## config.mk

```make
export PLATFORM = sky130hd
export DESIGN_NAME = paoc_front
export DESIGN_NICKNAME = d
export VERILOG_FILES = /design/src/hdl/paoc_pkg.sv /design/src/hdl/paoc_front.sv
export SDC_FILE = /design/constraint.sdc
export NUM_CORES = 1
export LEC_CHECK = 0
export BUFFER_PORTS_ARGS = -buffer_cell sky130_fd_sc_hd__clkbuf_2
export CAP_MARGIN = 20
export CELL_PAD_IN_SITES_DETAIL_PLACEMENT = 1
export CELL_PAD_IN_SITES_GLOBAL_PLACEMENT = 2
export CORE_ASPECT_RATIO = 1.2
export CORE_MARGIN = 10
export CORE_UTILIZATION = 42
export DETAILED_ROUTE_END_ITERATION = 8
export PLACE_DENSITY_LB_ADDON = 0.1
export SYNTH_ARGS = -nofsm -noshare
export SYNTH_HDL_FRONTEND = slang
export SYNTH_SLANG_ARGS = --single-unit
```

## constraint.sdc

```tcl
create_clock -name clk -period 11.4 [get_ports clk]
set_clock_uncertainty 0.05 [all_clocks]
set_input_delay 1.71 -clock clk [delete_from_list [all_inputs] [get_ports clk]]
set_output_delay 1.71 -clock clk [all_outputs]
set_load 0.1 [all_outputs]
```

## src/hdl/paoc_pkg.sv

```systemverilog
// ----------------------------------------------------------------------------
// paoc_pkg
// shared types and constants for the periodic atom overlap checker
// ----------------------------------------------------------------------------
package paoc_pkg;

	localparam int MaxPlaced   = 4096;
	localparam int MaxMol      = 256;
	localparam int PlAw        = $clog2(MaxPlaced);
	localparam int MolAw       = $clog2(MaxMol);
	localparam int PcW         = PlAw + 1;
	localparam int CcW         = MolAw + 1;
	localparam int CoordW      = 20;
	localparam int BoxW        = 19;
	localparam int TolW        = 32;
	localparam int QDepth      = 2;

	localparam logic [1:0] REG_BOX_X = 2'd0;
	localparam logic [1:0] REG_BOX_Y = 2'd1;
	localparam logic [1:0] REG_BOX_Z = 2'd2;
	localparam logic [1:0] REG_TOL   = 2'd3;

	localparam logic [1:0] ST_ACCEPT = 2'd0;
	localparam logic [1:0] ST_OVLP   = 2'd1;
	localparam logic [1:0] ST_FULL   = 2'd2;
	localparam logic [1:0] ST_LARGE  = 2'd3;

	typedef struct packed {
		logic                     clr;
		logic signed [CoordW-1:0] x;
		logic signed [CoordW-1:0] y;
		logic signed [CoordW-1:0] z;
		logic                     last;
	} item_t;

	typedef struct packed {
		logic [BoxW-1:0] bx;
		logic [BoxW-1:0] by;
		logic [BoxW-1:0] bz;
		logic [TolW-1:0] tol;
	} cfg_t;

	// one minimum-image fold: at most two steps each way
	function automatic logic signed [22:0] fold(input logic signed [22:0] d,
		input logic [BoxW-1:0] len);
		logic signed [22:0] l;
		logic signed [22:0] r;
		begin
			l = signed'({4'd0, len});
			r = d;
			if ((r <<< 1) > l) r = r - l;
			if ((r <<< 1) > l) r = r - l;
			if ((r <<< 1) < -l) r = r + l;
			if ((r <<< 1) < -l) r = r + l;
			return r;
		end
	endfunction

endpackage

```

## src/hdl/paoc_front.sv

```systemverilog
// ----------------------------------------------------------------------------
// paoc_front
// input queue between the stream slave and the checker engine
// ----------------------------------------------------------------------------
module paoc_front (
	input  logic                   clk,
	input  logic                   arst_n,
	input  logic                   s_valid,
	output logic                   s_ready,
	input  paoc_pkg::item_t        s_item,
	output logic                   q_valid,
	input  logic                   q_pop,
	output paoc_pkg::item_t        q_item
);
	import paoc_pkg::*;

	item_t          mem_q [QDepth];
	logic           wp_q, rp_q;
	logic [1:0]     cnt_q;
	logic           push;

	assign s_ready = (cnt_q != 2'(QDepth));
	assign push    = s_valid && s_ready;
	assign q_valid = (cnt_q != 2'd0);
	assign q_item  = mem_q[rp_q];

	always_ff @(posedge clk) begin
		if (push) mem_q[wp_q] <= s_item;
	end

	always_ff @(posedge clk or negedge arst_n) begin
		if (!arst_n) begin
			wp_q  <= 1'b0;
			rp_q  <= 1'b0;
			cnt_q <= 2'd0;
		end else begin
			if (push) wp_q <= ~wp_q;
			if (q_pop && q_valid) rp_q <= ~rp_q;
			cnt_q <= cnt_q + 2'(push) - 2'(q_pop && q_valid);
		end
	end
endmodule

```

==> results of run 1 <==
-- sequential cells by signal, summed over array words and instances, names as in the netlist --
name	count
cnt_q	2
mem_q	124
rp_q	1
wp_q	1
-- critical path, stage by stage, from the launching register on --
cell,delay [ps]
dfrtp_4,840
buf_16,320
mux2_1,380
clkbuf_2,380
-- cells by family after synthesis --
kind of cell / Yosys count / synth area share, %
xor gates and xnor gates: 4 / 0.705
buffers and inverters: 8 / 2.72
DFF: 128 / 76.9
and+or+nand+nor: 6 / 0.705
muxes: 62 / 18.5
adders and majority gates: 2 / 0.503
-- synth_stat cells --
cell      count
buf_6         1
ha_1          2
mux2_4       59
mux2_1        3
or2_1         1
nor2_1        1
inv_1         1
nand2_1       1
buf_12        6
nand2b_1      1
edfxtp_1    124
xnor2_1       3
and3_1        1
dfrtp_1       4
xor2_1        1
and2_4        1
-- path summary, 6_finish.rpt --
kind,start,to
hold / removal,cnt_q[0],cnt_q[0]
setup reg to reg,cnt_q[1],mem_q[0][14]
setup / recovery,rp_q,q_item[1]
max in group asynchronous,arst_n,rp_q
min in group asynchronous,arst_n,wp_q
hold reg to reg,cnt_q[0],cnt_q[0]
-- routing by layer --
layer  share of wire [%]  wire, um
met5                   0         0
met4                 1.7       172
met3                 7.1       702
met2                  53      5270
met1                  38      3760
-- cell type report --
cell class / count / share of cell area (%)
Clock inverter: 11 / 1.22
Clock buffer: 18 / 6.87
Inverter: 1 / 0.0601
Timing Repair Buffer: 132 / 11.0
Sequential cell: 128 / 61.3
Multi-Input combinational cell: 74 / 16.4
Tap cell: 157 / 3.15
-- stage by stage --
stage	hold WS (ps)	setup slack [ps]	std cells	util, %	area (um2)
2_1_floorplan	411	6420	210	-	4970
3_3_place_gp	461	7590	491	49.4	5710
3_5_place_dp	467	7680	492	49.6	5740
4_1_cts	478	7240	521	54.0	6240
5_1_grt	499	7200	521	54.0	6240
6_report	476	7300	521	54.0	6240
==> qor.csv, run 1 <==
metric,value,unit
pin count of the biggest net entering global routing,44,
"Setup Fix Bufs, Post-CTS",0,
CTS H-Tree Depth,4,
GRT Total Usage,12.3,%
DR vias,2392,
Die Wd,119,um
Worst Reg-to-Reg Cells,4,
global routing met3 resource utilization,5.17,%
overflow left after global routing,0,
cts bufs inserted,17,
r2r setup slk,9100,ps
#FFs+latches synth,128,
hold path depth,1,
worst-path maximum fanout,32,
Synth Area per Inst,23.7,um2
most used routing layer,met2,
"commonest non-fill, non-tap cell in the layout",clkbuf_2,
Mapped Cells,210,
# clock sinks,128,
CP arrival,2340,ps
Worst setup EP type,primary output,
Antenna Nets Post-Route,0,
register area,3830,um2
P&R area growth vs syn,25.6,%
wire per inst,19.0,um
max-cap violations,0,
final worst path period need,4100,ps
Ports,130,
port bufs,129,
area of the multi-input gates,1020,um2
initial antenna violation count,0,
DP Wirelength,6940,um
setup TNS,0,ps
Tightest Pin Transition,632,ps
"Cell Area, Synth",4970,um2
most frequent cells in the layout,"clkbuf_2, edfxtp_1, mux2_4, clkbuf_16, clkinv_1",
"Clk pin slew, worst setup/hold paths",50,ps
synth top area cells,"edfxtp_1, mux2_4, buf_12, dfrtp_1, mux2_1",
ant diodes,0,
library cells used by synthesis,16,
GRT met1 Usage,12.9,%
Slew HR,57.7,%
Yosys Warn Count,0,
vias in the first global route,2716,
outcome,"finished, final reports clean",
fraction of layout cells with a size suffix above 1,59.3,%
CTS tree,built,
post-CTS sizing,0,
final setup fails,0,
initial drt markers,85,
Filler Cells Inserted,1075,
kind of critical path,reg -> out,
vias per inst,4.59,
clk buf depth,2,
Hold Path Class,reg -> reg,
cell taking the most area after synthesis,edfxtp_1,
Routed WL,9910,um
area share of the largest cell type after synthesis,74.9,%
Max Clock Freq,0.244,GHz
row count,43,
routability congestion estimate,0.706,
root buf cell,clkbuf_16,
routing usage on met2,21.0,%
CP required,9640,ps
Pins Over Slew Limit,0,
global-route wire length before repair,15300,um
syn nets,278,
nets,422,
Core ar.,11600,um2
post-route DRC violation count,0,
die outline height,139,um
final hold vios,0,
sequential fraction of the synthesis area,76.9,%
Initial Util,43.0,%
Worst-Skew Late Latency,400,ps
Setup crit start kind,flip-flop,
RSZ-0062 raised after global routing,false,
die area,16600,um2
drt first pass iters,6,
period utilization,35.9,%
hold_buf cts,0,
Power of run 1 is not shown: default switching activity piles up to over one toggle a cycle in this logic, so the estimate is an artifact.
==> run 2: changes to the inputs <==
Settings changed: ABC_AREA set to 1, CORE_UTILIZATION 42 to 34.
Clock period 11.4 ns to 4.1 ns, I/O delays scaled along.
==> run 2 against run 1 <==
Effect of this change: area after synthesis shrank 3.9%; die area grew 16%; routed wire length grew 16%; register-to-register slack lost 7100 ps; clock-buffer cell count is 1 lower; hold slack worse by 130 ps; synthesized cell count rose by 69%; utilization is 9.2 points lower; non-clock buffer count up 2; critical path depth grew 1; critical endpoint is now q_item[34]; largest cell class unchanged.
==> qor.csv, run 2 <==
metric,value,unit
outcome,"finished, final reports clean",
"commonest non-fill, non-tap cell in the layout",nand2_1,
"Clk pin slew, worst setup/hold paths",50,ps
DRT met1 WL,4260,um
Mapped Cells,355,
row count,47,
Slew HR,42.5,%
post-route DRC violation count,0,
Post-synth EDFFs,124,
initial drt markers,138,
library cells used by synthesis,10,
met3 WL,707,um
die outline height,150,um
Initial Util,34.7,%
fraction of layout cells with a size suffix above 1,32.9,%
post-synthesis mux area share,0,%
worst-path maximum fanout,37,
port bufs,129,
area share of the largest cell type after synthesis,77.9,%
most frequent cells in the layout,"nand2_1, clkbuf_2, edfxtp_1, clkbuf_16, inv_1",
cell taking the most area after synthesis,edfxtp_1,
syn nets,423,
period utilization,73.7,%
vias in the first global route,3372,
commonest cells in the netlist,"nand2_1, edfxtp_1, inv_1",
routability congestion estimate,0.682,
GRT Total Usage,12.3,%
Die Wd,128,um
cts bufs inserted,17,
Worst Reg-to-Reg Cells,4,
ant diodes,0,
sequential fraction of the synthesis area,80.0,%
Routed WL,11500,um
setup TNS,0,ps
Yosys Warn Count,0,
vias per inst,4.46,
kind of critical path,reg -> out,
largest family of logic cells by synthesized area,simple AND/OR/NAND/NOR gates,
#FFs+latches synth,128,
die area,19200,um2
Core ar.,13800,um2
Worst setup EP type,primary output,
initial antenna violation count,0,
Max Clock Freq,0.331,GHz
Worst-Skew Late Latency,400,ps
# clock sinks,128,
Biggest register,mem_q,
met2 wire len,6340,um
Synth Area per Inst,13.5,um2
Post-Synth XOR/XNOR Area,0,%
root buf cell,clkbuf_16,
DP Wirelength,7910,um
P&R area growth vs syn,29.1,%
drt first pass iters,4,
synth top area cells,"edfxtp_1, nand2_1, dfrtp_1, buf_6, buf_4",
post-CTS sizing,0,
RSZ-0062 raised after global routing,false,
DR top layer,met4,
Largest register FFs,124,
final setup fails,0,
top flop regs,"mem_q x124, cnt_q x2",
post-synthesis adder-cell area fraction,0.524,%
clk buf depth,2,
final hold vios,0,
cell with the most instances after synthesis,nand2_1,
Antenna Nets Post-Route,0,
global-route wire length before repair,18000,um
Tightest Pin Transition,861,ps
nets,563,
max-cap violations,0,
CP required,3430,ps
hold path depth,1,
"Cell Area, Synth",4780,um2
Simple-Gate Fraction of Synth Area,16.0,%
compound-cell area share of the yosys netlist,0,%
Setup crit start kind,flip-flop,
overflow left after global routing,0,
Ports,130,
Hold Path Class,in -> reg,
CP arrival,2360,ps
DR vias,3030,
Most used DFF post-synth,edfxtp_1,
Pins Over Slew Limit,0,
CTS H-Tree Depth,4,
CTS tree,built,
wire per inst,16.9,um
"Async S/R FF share, synth",3.13,%
final worst path period need,3020,ps
pin count of the biggest net entering global routing,64,
[run 2: cell families after synthesis]
kind of cell  after synthesis
fa+ha+maj                   2
simple gates              203
flops                     128
buf+inv                    22
[run 2: per-layer routing]
layer | GRT usage, % | up-vias
li1 | - | 1473
met1 | 12.1 | 1466
met2 | 22.6 | 79
met3 | 4.60 | 12
met4 | 4.68 | 0
met5 | 0 | -
[run 2: path summary, 6_finish.rpt]
path,startpoint,to,slack (ps)
max in group asynchronous,arst_n,rp_q,3320
setup reg to reg,cnt_q[1],mem_q[1][51],2030
hold reg to reg,wp_q,wp_q,440
min in group asynchronous,arst_n,wp_q,520
setup / recovery,rp_q,q_item[34],1080
hold / removal,s_item[57],mem_q[0][57],350
[run 2: timing repair]
item,4_1_cts,5_1_grt
buffers inserted,0,0
hold buffers,1,0
hold endpoints to repair,4,0
[run 2: cell type report]
type                            instances  area, um2
Sequential cell                       128       3820
Fill cell                            1495       7590
Multi-Input combinational cell        205        798
Inverter                                9       38.8
Timing Repair Buffer                  134        698
Tap cell                              171        214
Clock inverter                         15        169
Clock buffer                           17        425
[run 2: per-stage QoR]
stage | cell area (um2) | setup slack, ps | cells | hold WS [ps] | utilization (%)
3_5_place_dp | 5560 | 1440 | 646 | 394 | 40.4
4_1_cts | 6170 | 983 | 679 | 326 | 44.8
6_report | 6170 | 1080 | 679 | 348 | 44.8
2_1_floorplan | 4780 | 677 | 355 | 269 | -
5_1_grt | 6170 | 881 | 679 | 329 | 44.8
3_3_place_gp | 5560 | 1460 | 646 | 389 | 40.4
[run 2: critical path: stages, from the launching register on]
cell and delay, ps:
dfrtp_2 760, buf_4 480, nand2_1 110, nand2_1 110, clkbuf_2 460
Power of run 2 is left out for the same reason.
